[src/rtl/core/qnse_pkg.sv]
// Shared types and constants for the Qn scale estimator.
// No dependencies; used by all modules in rtl/core.
package qnse_pkg;

  typedef enum logic [3:0] {
    ST_LOAD,
    ST_SORT_RD,
    ST_SORT_CMP,
    ST_SORT_WR,
    ST_BS_INIT,
    ST_CNT,
    ST_BS_UPD,
    ST_FACT,
    ST_MUL,
    ST_OUT
  } qnse_state_e;

  typedef struct packed {
    logic load;
    logic sort_start;
    logic sort_step;
    logic bs_init;
    logic cnt_start;
    logic cnt_step;
    logic bs_upd;
    logic fact_start;
    logic mul_step;
    logic done_clear;
  } qnse_cmd_t;

  typedef struct packed {
    logic sort_done;
    logic cnt_done;
    logic bs_done;
    logic fact_done;
    logic mul_done;
  } qnse_sts_t;

  localparam logic [31:0] GainQ24 = 32'd37277296;

  localparam logic [1:0] StatusOk = 2'd0;
  localparam logic [1:0] StatusFew = 2'd1;
  localparam logic [1:0] StatusOvf = 2'd2;

  function automatic logic [23:0] small_factor(input logic [3:0] n);
    logic [23:0] f;
    begin
      case (n)
        4'd2: f = 24'd6694109;
        4'd3: f = 24'd16676552;
        4'd4: f = 24'd8589934 ;
        4'd5: f = 24'd14159970;
        4'd6: f = 24'd10250878;
        4'd7: f = 24'd14378074;
        4'd8: f = 24'd11223957;
        4'd9: f = 24'd14629732;
        default: f = 24'd0;
      endcase
      return f;
    end
  endfunction

endpackage

[src/rtl/core/qnse_ctrl.sv]
// Controller for the Qn scale estimator.
// Depends on qnse_pkg; drives the datapath by command struct.
module qnse_ctrl
  import qnse_pkg::*;
(
  input  logic      clk_i,
  input  logic      rst_ni,
  input  logic      start_i,
  input  logic      few_i,
  input  logic      out_taken_i,
  input  qnse_sts_t sts_i,
  output qnse_cmd_t cmd_o,
  output logic      load_ok_o,
  output logic      out_valid_o
);

  qnse_state_e state_q, state_d;

  always_ff @(posedge clk_i or negedge rst_ni) begin
    if (!rst_ni) begin
      state_q <= ST_LOAD;
    end else begin
      state_q <= state_d;
    end
  end

  always_comb begin
    state_d = state_q;
    cmd_o = '0;
    load_ok_o = 1'b0;
    out_valid_o = 1'b0;
    case (state_q)
      ST_LOAD: begin
        load_ok_o = 1'b1;
        cmd_o.load = 1'b1;
        if (start_i) begin
          state_d = ST_SORT_RD;
        end
      end
      ST_SORT_RD: begin
        if (few_i) begin
          state_d = ST_OUT;
        end else begin
          cmd_o.sort_start = 1'b1;
          state_d = ST_SORT_CMP;
        end
      end
      ST_SORT_CMP: begin
        cmd_o.sort_step = 1'b1;
        if (sts_i.sort_done) begin
          state_d = ST_BS_INIT;
        end
      end
      ST_SORT_WR: begin
        state_d = ST_BS_INIT;
      end
      ST_BS_INIT: begin
        cmd_o.bs_init = 1'b1;
        state_d = ST_BS_UPD;
      end
      ST_BS_UPD: begin
        if (sts_i.bs_done) begin
          cmd_o.fact_start = 1'b1;
          state_d = ST_FACT;
        end else begin
          cmd_o.cnt_start = 1'b1;
          state_d = ST_CNT;
        end
      end
      ST_CNT: begin
        cmd_o.cnt_step = 1'b1;
        if (sts_i.cnt_done) begin
          cmd_o.bs_upd = 1'b1;
          state_d = ST_BS_UPD;
        end
      end
      ST_FACT: begin
        if (sts_i.fact_done) begin
          state_d = ST_MUL;
        end
      end
      ST_MUL: begin
        cmd_o.mul_step = 1'b1;
        if (sts_i.mul_done) begin
          state_d = ST_OUT;
        end
      end
      ST_OUT: begin
        out_valid_o = 1'b1;
        if (out_taken_i) begin
          cmd_o.done_clear = 1'b1;
          state_d = ST_LOAD;
        end
      end
      default: state_d = ST_LOAD;
    endcase
  end

endmodule

[config.mk]
export PLATFORM = sky130hd
export DESIGN_NAME = qnse_ctrl
export DESIGN_NICKNAME = d
export VERILOG_FILES = /design/src/rtl/core/qnse_pkg.sv /design/src/rtl/core/qnse_ctrl.sv
export SDC_FILE = /design/constraint.sdc
export NUM_CORES = 1
export LEC_CHECK = 0
export BUFFER_PORTS_ARGS = -buffer_cell sky130_fd_sc_hd__buf_4
export CORE_AREA = 3 3 40 42
export DETAILED_ROUTE_END_ITERATION = 12
export DIE_AREA = 0 0 43 45
export GPL_ROUTABILITY_DRIVEN = 0
export GPL_TIMING_DRIVEN = 0
export PLACE_DENSITY = 0.75
export SETUP_SLACK_MARGIN = 0.4
export SLEW_MARGIN = 20
export SYNTH_ARGS = -nofsm -noshare
export SYNTH_HDL_FRONTEND = slang
export SYNTH_SLANG_ARGS = --single-unit
[constraint.sdc]
create_clock -name clk_i -period 1.7 [get_ports clk_i]
set_input_delay 0.17 -clock clk_i [delete_from_list [all_inputs] [get_ports clk_i]]
set_output_delay 0.17 -clock clk_i [all_outputs]
set_load 0.05 [all_outputs]
==> metrics.yaml, run 1 <==
r2r_start: "state_q[0]$_DFFE_PN0P_"
crit_type: "reg -> reg"
synth_area_leaders: "dfrtp_1 (21%), mux2_4 (6.3%), buf_6 (4.7%)"
worst_pin_slew_ns: 0.334
grt_pass1_wl_mm: 2.44
fmax_ghz: 0.587
remaining_drc_errors: 0
rows: 13
p_comb_share_pct: 85.7
finClkSkew_ns: 0.0120
yosysTopAreaCellShare_pct: 20.8
p_sw_w: 0.000974
crit_chain: "buf_6 > or4b_4 > a21oi_4 > nor3_2 > mux2_4"
cp_num_buf_inv: 1
yosysSeqAreaShare_pct: 20.8
cts_tree: "yes"
ir_drop_mv: 1.04
min_period_ns: 1.70
setup_viol: 1
yosysTopAreaCell: "dfrtp_1"
routed_wl_mm: 1.71
arrival_ns: 1.83
yosysMostFrequentCell: "nor2_1"
finalCritPeriodShare_pct: 100
cp_top_family: "simple AND/OR/NAND/NOR gates"
slowest_delay_ns: 0.49
synth_cell_types: 32
yosysWarnings: 0
rsz0062_at_grt: "true"
synth_nets: 66
async_flop_share_pct: 100
hold_class: "in -> async"
start_util_pct: 37.4
crit_required_ns: 1.83
cap_violations: 0
dieArea_um2: 1940
die_h_um: 45
vias: 604
synthCells: 56
fin_hold_ws_ns: 0.272
crit_path_max_fanout: 6
reg_top3: "state_q: 4 flops"
cts-root-buf: "clkbuf_4"
core_area_um2: 1280
worst_slack_ns: -0.00263
cts_max_level: 1
io_pins: 22
ff2ff_setup_slack_ns: -0.003
diodes: 0
track_usage_pct: 16.6
power_leakage_nw: 0.487
antenna_found_initial: 0
clockBufferDepth: 2
clkTransAtPathRegs_ns: 0.04
p_per_area_nw_per_um2: 1930
portBuffers: 21
dr.pass1.iters: 5
slew_headroom_pct: 77.5
syn-cell-area_um2: 480
p_total_w: 0.00206
synth_edf_count: 0
synth_commonest_cells: "nor2_1 (5), dfrtp_1 (4), inv_1 (4)"
wl_per_cell_um: 15.1
sequentialPowerShare_pct: 8.4
regMostFlops: "state_q"
p_clk_share_pct: 6.0
fp.dieW_um: 43
failed_checks: "negative setup slack"
drive_gt1_share_pct: 74.5
cts_buffers: 3
final_util_pct: 82.9
timing.rr.end: "state_q[0]$_DFFE_PN0P_"
reg2reg_depth: 5
avgSynthCellArea_um2: 8.58
grt-ovfl-total: 0
slew_viol_final: 0
clock_latency_ns: 0.24
swShare_pct: 47.3
fillCellCount: 69
place_hpwl_um: 985
syn_to_final_growth_pct: 122
vias_per_cell: 5.35
cts_sinks: 4
status: "finished with violations"
first_iter_violations: 18
cpMaxStageDelayCell: "or4b_4"
report.final.hold_viol_count: 0
endpoint_kind: "flip-flop"
grt_max_degree: 11
ys_seq_elements: 4
start_kind: "flip-flop"
synth_ff_type: "dfrtp_1"
p_int_w: 0.00108
largest_reg_flops: 4
nNetsFinal: 110
first_global_vias: 559
ant_nets: 0
dpl_worst_slack_ns: -0.0803
[cells by family after synthesis]
family          count (synthesis)  synth area share (%)
flops                           4                  20.8
buf+inv                        11                  13.0
simple gates                   26                  36.2
compound gates                 11                  19.5
mux                             4                  10.4
[power groups by stage]
stage	logic [W]	clock network (W)	registers [W]
global route	0.00185	0.000143	0.000173
global placement	0.00129	0	0.000172
detailed placement	0.00130	0	0.000172
CTS	0.00162	0.000122	0.000169
finish	0.00176	0.000123	0.000172
floorplan	0.00106	0	0.000168
[cell type report]
| class | instances | area (µm²) | share of cell area (%) |
|---|---|---|---|
| multi-input cells | 41 | 447 | 42.0 |
| repair buffers | 39 | 378 | 35.5 |
| flip-flops and latches | 4 | 100 | 9.40 |
| plain buffers | 7 | 81.3 | 7.64 |
| clock buffers | 3 | 22.5 | 2.12 |
| well taps | 15 | 18.8 | 1.76 |
| inverters | 4 | 17.5 | 1.65 |
[cells in the final DEF, fill, tap and decap left out, types with 2 or more instances in the layout]
cell type  synthesis  routed
nand2b_4           0       2
inv_1              4       3
nor4_4             1       3
nor3_4             0       2
clkbuf_4           0       3
dfrtp_1            4       4
nor2_4             0       4
buf_4              1      25
nand2_1            3       2
mux2_4             2       2
buf_8              0       9
mux2i_1            2       2
buf_6              2      10
and2_4             0       2
[per-layer routing]
| layer | global-route usage (%) | part of all wire [%] |
|---|---|---|
| met5 | 0 | 0 |
| met4 | 1.81 | 1.6 |
| met3 | 3.59 | 3.3 |
| met2 | 28.4 | 54 |
| met1 | 22.4 | 41 |
[through the flow]
step | setup TNS (ns) | cells | instance area (µm²)
floorplan | -0.952 | 56 | 601
global placement | -0.106 | 92 | 777
detailed placement | -0.121 | 92 | 777
CTS | -0.0114 | 108 | 992
global route | -0.0491 | 113 | 1060
finish | -0.00263 | 113 | 1060
[worst max path at each step]
stage	startpoint	endpoint	slack, ns	cells after the start
floorplan	state_q[3]$_DFFE_PN0P_	state_q[0]$_DFFE_PN0P_	-0.29	5
global placement	state_q[0]$_DFFE_PN0P_	state_q[0]$_DFFE_PN0P_	-0.07	5
detailed placement	state_q[0]$_DFFE_PN0P_	state_q[0]$_DFFE_PN0P_	-0.08	5
CTS	state_q[1]$_DFFE_PN0P_	state_q[0]$_DFFE_PN0P_	-0.01	5
global route	state_q[0]$_DFFE_PN0P_	state_q[0]$_DFFE_PN0P_	-0.04	5
finish	state_q[0]$_DFFE_PN0P_	state_q[0]$_DFFE_PN0P_	-0.003	5
[what timing repair did]
item	CTS	global route
pin swaps	12	7
resized for setup	26	9
endpoints found under the hold margin	4	0
cloned	0	0
setup endpoints to repair	16	16
hold buffers	1	0
setup buffers	12	5
No activity file was read; power rests on OpenSTA's default activity.
==> inputs of run 2 (changes only) <==
Settings changed: CTS_BUF_LIST set to sky130_fd_sc_hd__clkbuf_16, MAX_ROUTING_LAYER set to met4.
==> metrics.yaml, run 2 (synthesized netlist as in run 1, its figures left out) <==
portBuffers: 21
final-seq-area_um2: 100
first_iter_violations: 18
power_leakage_nw: 0.521
cts_sinks: 4
failed_checks: "negative setup slack"
regMostFlops: "state_q"
multiInputGateArea_um2: 447
reg_top3: "state_q: 4 flops"
layout_commonest_cell: "buf_4"
slew_headroom_pct: 76.8
diodes: 0
ff2ff_setup_slack_ns: -0.02
cts_max_level: 1
finalCritPeriodShare_pct: 101
final_util_pct: 89.0
p_clk_share_pct: 15.5
hold_class: "in -> async"
clockBufferDepth: 2
sequentialPowerShare_pct: 7.4
nNetsFinal: 112
worst_pin_slew_ns: 0.345
finalInstanceArea_um2: 1140
cp-startpoint: "state_q[1]$_DFFE_PN0P_"
endpoint_kind: "flip-flop"
slew_viol_final: 0
grt_pass1_wl_mm: 2.94
p_int_w: 0.00134
syn_to_final_growth_pct: 138
p_sw_w: 0.00105
crit_required_ns: 1.81
dr.pass1.iters: 4
wl_per_cell_um: 18.2
die_h_um: 45
setup_viol: 1
report.final.hold_viol_count: 0
finClkSkew_ns: 0.00542
crit_type: "reg -> reg"
placed_area_um2: 777
clock_latency_ns: 0.23
swShare_pct: 44.0
worst_slack_ns: -0.0177
layout.cells.non_filler: 115
r2r_start: "state_q[1]$_DFFE_PN0P_"
track_usage_pct: 22.1
layout_common_cells: "buf_4 (24), buf_6 (13), buf_8 (9), nor2_4 (4), dfrtp_1 (4)"
io_pins: 22
largest_reg_flops: 4
min_period_ns: 1.72
status: "finished with violations"
arrival_ns: 1.83
core_area_um2: 1280
ant_nets: 0
p_comb_share_pct: 77.1
dp.cells: 92
setup-tns-final_ns: -0.0177
vias_per_cell: 5.38
grt_max_degree: 11
start_util_pct: 37.4
cts-root-buf: "clkbuf_16"
fillCellCount: 52
rows: 13
start_kind: "flip-flop"
first_global_vias: 613
place_hpwl_um: 985
timing.rr.end: "state_q[0]$_DFFE_PN0P_"
clkTransAtPathRegs_ns: 0.03
fp.dieW_um: 43
cap_violations: 0
fmax_ghz: 0.582
vias: 619
rsz0062_at_grt: "true"
cts_tree: "yes"
reg2reg_depth: 5
remaining_drc_errors: 0
antenna_found_initial: 0
dieArea_um2: 1940
grt-ovfl-total: 0
fin_hold_ws_ns: 0.282
routed_wl_mm: 2.09
ir_drop_mv: 1.34
drive_gt1_share_pct: 75.0
crit_path_max_fanout: 6
p_per_area_nw_per_um2: 2090
cts_buffers: 3
-- run 2: changes by cell type in the layout (fill, tap and decap cells not counted), sizes merged --
cell / change
buf: +2
-- run 2: area by class of cell --
cell class | count | share of cell area (%)
multi-input combinational | 41 | 39.1
inverter | 4 | 1.53
buffer | 7 | 7.11
sequential | 4 | 8.75
clock buffer | 3 | 6.56
timing repair buffer | 41 | 35.3
tap | 15 | 1.64
-- run 2: power groups by stage --
stage	combinational (W)	clock, W	sequential [W]
global route	0.00193	0.000387	0.000179
detailed placement	0.00130	0	0.000172
CTS	0.00165	0.000373	0.000171
finish	0.00184	0.000371	0.000177
floorplan	0.00106	0	0.000168
global placement	0.00129	0	0.000172
-- run 2: metal layers --
layer  wire [µm]  GRT usage (%)  share of wire (%)  vias to the layer above
met1         849           26.5                 41                      291
li1            -              -                  -                      290
met3         123           3.98                5.9                       12
met5           0              -                  0                        -
met4         138           12.7                6.6                        0
met2         979           35.0                 47                       26
-- run 2: worst max-delay path, cell delays in order, from the launching register on --
cell and delay [ns]:
dfrtp_1 0.37, buf_6 0.13, or4bb_4 0.53, a21oi_4 0.19
nor3_2 0.08, mux2_4 0.31
-- run 2: how the worst max path moves through the flow --
stage / end / slack [ns] / cells past startpoint
floorplan: state_q[0]$_DFFE_PN0P_ / -0.29 / 5
global placement: state_q[0]$_DFFE_PN0P_ / -0.07 / 5
detailed placement: state_q[0]$_DFFE_PN0P_ / -0.08 / 5
CTS: state_q[0]$_DFFE_PN0P_ / -0.02 / 5
global route: state_q[0]$_DFFE_PN0P_ / -0.06 / 5
finish: state_q[0]$_DFFE_PN0P_ / -0.02 / 5
-- run 2: repair_timing --
action,in CTS,in global routing
hold buffers,1,0
setup buffers,13,6
setup endpoints to repair,16,16
endpoints found under the hold margin,4,0
pin swaps,12,11
gates resized for setup,29,9
-- run 2: metrics by stage --
step	total power (W)	setup WS, ns
finish	0.00239	-0.0177
global route	0.00250	-0.0611
CTS	0.00219	-0.0179
detailed placement	0.00147	-0.0803
global placement	0.00146	-0.0723
floorplan	0.00123	-0.289
